===== src/ukdg_ram.sv =====
// Generic single-write, single-read RAM with registered read data.
// Depends on nothing.
module ukdg_ram #(
  parameter int WIDTH = 8,
  parameter int DEPTH = 16
) (
  input  logic                     clk,
  input  logic                     we,
  input  logic [$clog2(DEPTH)-1:0] waddr,
  input  logic [WIDTH-1:0]         wdata,
  input  logic [$clog2(DEPTH)-1:0] raddr,
  output logic [WIDTH-1:0]         rdata
);

  logic [WIDTH-1:0] mem [DEPTH];

  always_ff @(posedge clk) begin
    if (we) begin
      mem[waddr] <= wdata;
    end
    rdata <= mem[raddr];
  end

endmodule


===== config.mk =====
export PLATFORM = sky130hd
export DESIGN_NAME = ukdg_ram
export DESIGN_NICKNAME = d
export VERILOG_FILES = /design/src/ukdg_ram.sv
export SDC_FILE = /design/constraint.sdc
export NUM_CORES = 1
export LEC_CHECK = 0
export ABC_CLOCK_PERIOD_IN_PS = 4800
export BUFFER_PORTS_ARGS = -buffer_cell sky130_fd_sc_hd__buf_2
export CORE_MARGIN = 2
export CORE_UTILIZATION = 25
export DETAILED_ROUTE_END_ITERATION = 7
export SYNTH_ARGS = -nofsm -noshare
export SYNTH_HDL_FRONTEND = slang
export SYNTH_SLANG_ARGS = --single-unit

===== constraint.sdc =====
create_clock -name clk -period 4.8 [get_ports clk]
set_input_delay 0.72 -clock clk [delete_from_list [all_inputs] [get_ports clk]]
set_output_delay 0.72 -clock clk [all_outputs]
set_load 0.02 [all_outputs]

==> flow_summary.yaml <==
run_status:
  status: "finished, final reports clean"
clock_network:
  insertion_delay_ns: 0.41
  clockRootBuffer: "clkbuf_16"
  cts_resized: 0
  ctsLongestPathBuffers: 2
  path_clk_slew_ns: 0.05
  cts.hold.buffers_added: 0
  clkSinkCount: 136
  h-tree-depth: 4
  postCtsSetupRepairBufs: 0
  cts_buffers: 17
  cts_tree: "yes"
sta:
  rsz0062_at_grt: "false"
  finalCritPeriodShare_pct: 47.8
  fmax_mhz: 436
  setup_ws_ns: 2.51
  layout_min_cycle_time_ns: 2.29
  setup_viol: 0
  worstMarginPinSlew_ns: 1.19
  finalHoldViolations: 0
  skew_ns: 0.00537
  slew_viol_final: 0
  slew_headroom_pct: 20.1
  tns_ns: 0
worst_setup_path:
  path_max_fanout: 32
  r2r_slack_ns: 3.44
  crit_path_end_kind: "flip-flop"
  cp.required_ns: 5.09
  criticalPathCategory: "in -> reg"
  crit_family: "buffers and inverters"
  rr_worst_depth: 3
  slowest_delay_ns: 0.79
  reg2reg_to: "rdata[6]"
  path_buf_inv: 1
  crit_chain: "buf_2 > mux4_1 > a22oi_1 > nand2_1"
  worstReg2RegStart: "mem[3][6]"
  arrival_ns: 2.58
  start_kind: "input pin"
  cp_slowest_cell: "buf_2"
placed_design:
  pre_cts_ws_ns: 2.03
  place_congestion: 0.719
  io_buffers: 25
  place_hpwl_um: 6480
  dp.cells: 516
floorplan:
  pin_count: 26
  die_h_um: 147
  rows: 52
  die_w_um: 147
  coreArea_um2: 20200
  die_area_um2: 21800
  start_util_pct: 25.4
synth:
  ys_ff_latch: 136
  synth_seq_area_share_pct: 77.8
  syn-cell-area_um2: 5150
  ys_types: 19
  yosysWarningCount: 0
  netlist_instances: 229
  avgSynthCellArea_um2: 22.5
  syn_nets: 247
drt:
  drtAntennaViolNets: 0
  drt_pass1_iterations: 4
  avgRoutedWirePerCell_um: 19.1
  vias: 2386
  routed_wl_um: 10400
  drt_iter0_drc: 243
  route.detailed.drc: 0
  vias_per_cell: 4.37
final_layout:
  layout_commonest_cell: "edfxtp_1"
  fin_nets: 283
  syn2layout_area_growth_pct: 17.8
  diodes: 0
  drive_above_1_share_pct: 26.1
  mostFrequentLayoutCells: "edfxtp_1 (128), buf_2 (25), mux4_2 (18)"
  final_cells: 546
global_routing:
  grtUsageTotal_pct: 10.0
  grt_max_degree: 33
  grt_pass1_wl_um: 15600
  grt_pass1_vias: 2490
  antenna_found_initial: 0
  grt_overflow_total: 0
power:
  ir_drop_v: 0.000248
  p_total_mw: 2.60
  power_leakage_nw: 1.95
  p_per_area_nw_per_um2: 428
hold_path:
  hp-start: "mem[15][5]"
  whs_path_depth: 3
  whs_endpoint: "rdata[5]"
  min_path_type: "reg -> reg"
job:
  max_cap_viol_count: 0
[synthesized netlist by cell type]
library cell / n / area share, %
nand2b_1: 2 / 0.24
mux4_2: 18 / 7.9
dfxtp_1: 8 / 3.1
and2_1: 1 / 0.12
and2b_1: 1 / 0.15
clkdlybuf4s25_2: 3 / 0.58
buf_6: 3 / 0.66
nor3_1: 4 / 0.39
edfxtp_1: 128 / 75
nand3b_1: 2 / 0.29
buf_4: 1 / 0.15
or3b_2: 1 / 0.17
nor2_1: 13 / 0.95
mux4_1: 14 / 7.1
nor2b_1: 1 / 0.12
a22oi_1: 16 / 2.3
buf_2: 3 / 0.29
nand3_1: 1 / 0.097
nand2_1: 9 / 0.66
[flip-flops by register name, summed over array words and instances (netlist names)]
| register | count |
|---|---|
| rdata | 8 |
| mem | 128 |
[cells by family (layout without fill, tap and decap cells)]
kind of cell / Yosys count / after routing / synth area share [%]
simple gates: 35 / 35 / 3.18
flops: 136 / 136 / 77.8
buf+inv: 10 / 57 / 1.68
compound gates: 16 / 16 / 2.33
mux: 32 / 32 / 15.0
[final cells by class]
type                       instances  area, µm²
fill                            1947      14200
sequential                       136       4000
multi-input combinational         83       1070
clock buffer                      17        425
tap                              270        338
timing repair buffer              27        140
clock inverter                    13       90.1
[worst reg2reg max path, stage by stage (launching register included)]
cell,delay (ns)
edfxtp_1,0.37
mux4_2,0.47
a22oi_1,0.31
nand2_1,0.09
[report_power, final]
group          switching [mW]  internal [mW]  total [mW]  leakage (nW)
Combinational          0.0774         0.0476       0.125         0.483
Sequential            0.00915           1.33        1.34          1.22
Clock                   0.444          0.689        1.13         0.245
Total                   0.531           2.07        2.60          1.95
[worst max-delay path by stage]
stage	startpoint	to	slack, ns	cells after the start
global route	raddr[0]	rdata[5]	2.34	4
CTS	raddr[0]	rdata[5]	2.43	4
finish	raddr[0]	rdata[5]	2.51	4
floorplan	waddr[2]	mem[0][0]	2.59	2
global placement	waddr[2]	mem[0][3]	1.92	3
detailed placement	raddr[0]	rdata[5]	2.03	4
[metal layers]
metal  track usage (%)  wire, µm  vias up
met1              14.0      4800     1259
li1                  -         -     1040
met5                 0         0        -
met3              2.87       629       10
met2              15.2      4900       77
met4              3.17        73        0
[through the flow]
stage	hold slack (ns)	instance area [µm²]	util [%]
floorplan	0.629	5150	-
global placement	0.662	5540	27.4
detailed placement	0.671	5550	27.4
CTS	0.681	6060	30.0
global route	0.694	6060	30.0
finish	0.679	6060	30.0
Note: power is estimated with default switching activity, not from simulation.
