--- config.mk ---
export PLATFORM = sky130hd
export DESIGN_NAME = ukdg_div
export DESIGN_NICKNAME = d
export VERILOG_FILES = /design/src/ukdg_pkg.sv /design/src/ukdg_div.sv
export SDC_FILE = /design/constraint.sdc
export NUM_CORES = 1
export LEC_CHECK = 0
export ABC_AREA = 0
export BUFFER_PORTS_ARGS = -buffer_cell sky130_fd_sc_hd__buf_2
export CAP_MARGIN = 10
export CORE_MARGIN = 4
export CORE_UTILIZATION = 50
export DETAILED_ROUTE_END_ITERATION = 8
export HOLD_SLACK_MARGIN = 0.02
export PLACE_DENSITY = 0.73
export SLEW_MARGIN = 30
export SYNTH_ARGS = -nofsm -noshare
export SYNTH_HDL_FRONTEND = slang
export SYNTH_SLANG_ARGS = --single-unit
export TNS_END_PERCENT = 5
--- constraint.sdc ---
create_clock -name clk -period 3.5 [get_ports clk]
set_clock_uncertainty 0.15 [all_clocks]
set_input_delay 0.525 -clock clk [delete_from_list [all_inputs] [get_ports clk]]
set_output_delay 0.525 -clock clk [all_outputs]
set_load 0.05 [all_outputs]
--- src/ukdg_pkg.sv ---
// Package for the uniform kernel density grid: sizes, opcodes, register indices, FSM states
// and the divider request struct. No dependencies.
package ukdg_pkg;

  localparam int MAX_COLUMNS = 64;
  localparam int MAX_ROWS    = 64;
  localparam int COUNT_WIDTH = 20;

  localparam int COL_W  = $clog2(MAX_COLUMNS);
  localparam int ROW_W  = $clog2(MAX_ROWS);
  localparam int ADDR_W = COL_W + ROW_W;
  localparam int DEPTH  = 1 << ADDR_W;

  localparam logic [COUNT_WIDTH-1:0] COUNT_MAX = {COUNT_WIDTH{1'b1}};

  typedef enum logic [1:0] {
    OP_CLEAR    = 2'd0,
    OP_ADD      = 2'd1,
    OP_FINALIZE = 2'd2,
    OP_READ     = 2'd3
  } ukdg_op_t;

  typedef enum logic [2:0] {
    REG_X_ORIGIN = 3'd0,
    REG_Y_ORIGIN = 3'd1,
    REG_COL_STEP = 3'd2,
    REG_ROW_STEP = 3'd3,
    REG_HALF_X   = 3'd4,
    REG_HALF_Y   = 3'd5,
    REG_COLS     = 3'd6,
    REG_ROWS     = 3'd7
  } ukdg_reg_t;

  typedef enum logic [3:0] {
    S_IDLE,
    S_CLEAR,
    S_DIV0,
    S_DIV0_W,
    S_DIV1,
    S_DIV1_W,
    S_ROWS,
    S_FIN,
    S_RD_WAIT,
    S_DONE
  } ukdg_state_t;

  typedef struct packed {
    logic        start;
    logic [16:0] num;
    logic [15:0] den;
  } div_req_t;

endpackage

--- src/ukdg_div.sv ---
// Restoring divider, one quotient bit per cycle, 17-bit quotient.
// Depends on ukdg_pkg.
module ukdg_div
  import ukdg_pkg::*;
(
  input  logic        clk,
  input  logic        rst_n,
  input  div_req_t    req,
  output logic        busy,
  output logic        done,
  output logic [16:0] quo
);

  logic [16:0] n_r, n_nxt;
  logic [15:0] rem_r, rem_nxt;
  logic [4:0]  cnt_r, cnt_nxt;
  logic        busy_r, busy_nxt;
  logic        done_r, done_nxt;
  logic [15:0] den_r, den_nxt;
  logic [16:0] acc;
  logic        ge;

  always_comb begin
    acc      = {rem_r, n_r[16]};
    ge       = acc >= {1'b0, den_r};
    n_nxt    = n_r;
    rem_nxt  = rem_r;
    cnt_nxt  = cnt_r;
    busy_nxt = busy_r;
    done_nxt = 1'b0;
    den_nxt  = den_r;
    if (req.start && !busy_r) begin
      n_nxt    = req.num;
      rem_nxt  = '0;
      cnt_nxt  = 5'd17;
      busy_nxt = 1'b1;
      den_nxt  = req.den;
    end else if (busy_r) begin
      // shift in the next numerator bit, subtract when it fits
      rem_nxt = ge ? 16'(acc - {1'b0, den_r}) : acc[15:0];
      n_nxt   = {n_r[15:0], ge};
      cnt_nxt = cnt_r - 5'd1;
      if (cnt_r == 5'd1) begin
        busy_nxt = 1'b0;
        done_nxt = 1'b1;
      end
    end
  end

  always_ff @(posedge clk) begin
    if (!rst_n) begin
      busy_r <= 1'b0;
      done_r <= 1'b0;
      cnt_r  <= '0;
    end else begin
      busy_r <= busy_nxt;
      done_r <= done_nxt;
      cnt_r  <= cnt_nxt;
    end
    n_r   <= n_nxt;
    rem_r <= rem_nxt;
    den_r <= den_nxt;
  end

  assign busy = busy_r;
  assign done = done_r;
  assign quo  = n_r;

endmodule

==> metrics.csv <==
stage,metric,value,unit
yosys,syn_inst,286,
route,via_per_inst,5.66,
timing,hold_viol_final,0,
cells_and_area,multi_input_area,0.00152,mm²
clock_tree,htree_levels,2,
clock_tree,holdBufCountCts,0,
timing,fmax,0.387,GHz
cells_and_area,nNetsFinal,396,
placement,gp_congestion,0.822,
yosys,synth_top_area_share,0.320,
yosys,synth_edf_count,33,
route,detail-route-antenna-nets,0,
cells_and_area,num_antenna_cells,0,
clock_tree,cts-root-buf,clkbuf_8,
placement,dp_hpwl,4740,µm
yosys,syn_nets,341,
timing,hold_ws,0.227,ns
clock_tree,cts_tree,done,
clock_tree,clock_path_buffers,2,
yosys,yosysSeqAreaShare,0.468,
cells_and_area,register_area,0.00145,mm²
route,vias,2362,
yosys,async_reset_ff_frac,0,
worst_hold_path,worstHoldPathType,in2reg,
timing,worst_pin_slew,0.816,ns
clock_tree,path_clk_slew,0.10,ns
timing,rsz0062_at_grt,no,
yosys,yosys_register_bits,56,
timing,fin_crit,2.59,ns
yosys,syn-mean-instance-area,10.8,µm²
cells_and_area,final_layout_size_suffix_gt1_frac,0.295,
worst_setup_path,critPathKind,reg2reg,
clock_tree,cts_resized,0,
clock_tree,numCtsBuffers,5,
route,drtPass1Iterations,4,
floorplan,rows,28,
yosys,synth_cell_types,56,
yosys,synth_area,0.00310,mm²
power,cellLeakagePower,1.53,nW
yosys,yosys_warnings,0,
power,power_density,708,mW/mm²
route,drc,0,
cells_and_area,fillCellCount,520,
status,status,"complete, no violations",
floorplan,fp.dieArea,0.00752,mm²
timing,fin_ws,0.914,ns
worst_setup_path,crit_fanout,9,
run,drv_cap,0,
timing,timing.slew.headroom,0.455,
worst_setup_path,start_kind,flip-flop,
worst_setup_path,crit_arrival,2.65,ns
route,initialDrtViolationCount,164,
grt,grt_pass1_vias,2363,
timing,setup_viol,0,
clock_tree,worstSkewPairLatency,0.31,ns
grt,grt_max_degree,33,
floorplan,core_area,0.00596,mm²
route,routed_wl,6450,µm
clock_tree,cts.sinks,56,
worst_setup_path,endpoint_kind,flip-flop,
grt,overflow,0,
clock_tree,cts_setup_buffers,0,
yosys,ys.flop_type,edfxtp_1,
grt,antenna_found_initial,0,
timing,period_share,0.739,
timing,tns,0,ns
worst_setup_path,crit_required,3.56,ns
floorplan,start_util,0.521,
yosys,synth_top_area_cell,edfxtp_1,
placement,io_buffers,54,
power,peakVddDrop,0.000385,V
cells_and_area,syn_to_final_growth,14.1,%
timing,slew_viol_final,0,
grt,grt_pass1_wl,11000,µm
floorplan,io_pins,55,
placement,place_ws,0.933,ns
grt,grt_usage,0.183,
route,detail_route.wl_per_cell,15.5,µm
yosys,ys_top_cells_by_area,"edfxtp_1 32%, dfxtp_1 15%, mux2_2 8.4%",
floorplan,die_w,86.7,µm
floorplan,die_h,86.7,µm
-- final timing paths --
path | start | end | slack, ns | cells after the start
max | den_r[11] | rem_r[4] | 0.91 | 9
min | req[15] | den_r[15] | 0.23 | 1
max reg2reg | den_r[11] | rem_r[4] | 0.91 | 9
min reg2reg | rem_r[8] | rem_r[8] | 0.38 | 1
-- flip-flops by register name (all words and copies together) (netlist names) --
signal,count
cnt_r,5
den_r,16
busy,1
quo,17
rem_r,16
done,1
-- Yosys cell counts, types with 2 or more instances --
| cell type | count |
|---|---|
| o21a_1 | 2 |
| a32oi_1 | 5 |
| o31ai_1 | 3 |
| nor3_1 | 4 |
| and3_1 | 2 |
| inv_1 | 24 |
| clkbuf_1 | 5 |
| a22o_1 | 10 |
| a31oi_1 | 4 |
| mux2_2 | 23 |
| nor3b_1 | 2 |
| a21o_1 | 2 |
| a211oi_1 | 2 |
| nand2b_1 | 5 |
| nand3b_1 | 2 |
| nor2b_1 | 6 |
| nand3_1 | 9 |
| nand2_1 | 15 |
| o21ai_0 | 14 |
| a21oi_1 | 14 |
| ha_1 | 18 |
| dfxtp_1 | 23 |
| a31o_2 | 2 |
| nand4_1 | 3 |
| edfxtp_1 | 33 |
| xor2_1 | 2 |
| xnor2_1 | 9 |
| nor2_1 | 15 |
-- per-layer routing --
metal / vias up / GRT usage / share of wire
li1: 1178 / - / -
met1: 1102 / 0.241 / 0.46
met2: 73 / 0.290 / 0.45
met3: 9 / 0.0513 / 0.072
met4: 0 / 0.0652 / 0.016
met5: - / 0 / 0
-- cell families (layout without fill, tap and decap cells) --
logic type                 Yosys count  after routing  share of synthesized area
buffers and inverters               33             89                     0.0440
xor gates and xnor gates            11             11                     0.0311
DFF                                 56             56                      0.468
and+or+nand+nor                     71             71                      0.122
AOI/OAI and AO/OA                   72             72                      0.169
muxes                               24             24                     0.0872
adders and majority gates           19             19                     0.0791
-- through the flow --
stage	area (µm²)	utilization	instances	power (mW)
floorplan	3100	-	286	1.90
global placement	3450	0.579	409	2.12
detailed placement	3450	0.579	409	2.14
CTS	3540	0.594	417	2.51
global route	3540	0.594	417	2.67
finish	3540	0.594	417	2.50
-- layout by cell type (no fill, tap or decap), drive strengths merged, types with 3 or more instances in the layout --
cell type  instances
buf               57
edfxtp            33
inv               25
mux2              24
dfxtp             23
ha                18
nand2             16
nor2              15
a21oi             14
o21ai             14
a22o              10
nand3             10
xnor2              9
nor2b              6
nand2b             5
a32oi              5
clkbuf             5
nor3               4
a31oi              4
nand4              3
o31ai              3
-- layout make-up --
cell class              count  area share
clock buffers               5      0.0195
flip-flops and latches     56       0.410
inverters                  24      0.0255
repair buffers             57      0.0828
multi-input cells         197       0.430
well taps                  75      0.0265
clock inverters             3     0.00495
-- worst max-delay path, cell delays in order (launching register included) --
cell and delay, ns:
edfxtp_1 0.33, inv_1 0.04, ha_1 0.42, nand4_1 0.16, nor4_1 0.30, nor3_1 0.10
o21ba_4 0.23, nand2_2 0.21, mux2_2 0.37, a22o_1 0.18
-- power breakdown --
group | switching [mW] | internal, mW
combinational | 0.703 | 0.509
clock | 0.222 | 0.141
sequential | 0.0932 | 0.836
total | 1.02 | 1.49
(Power assumes the default switching activity.)
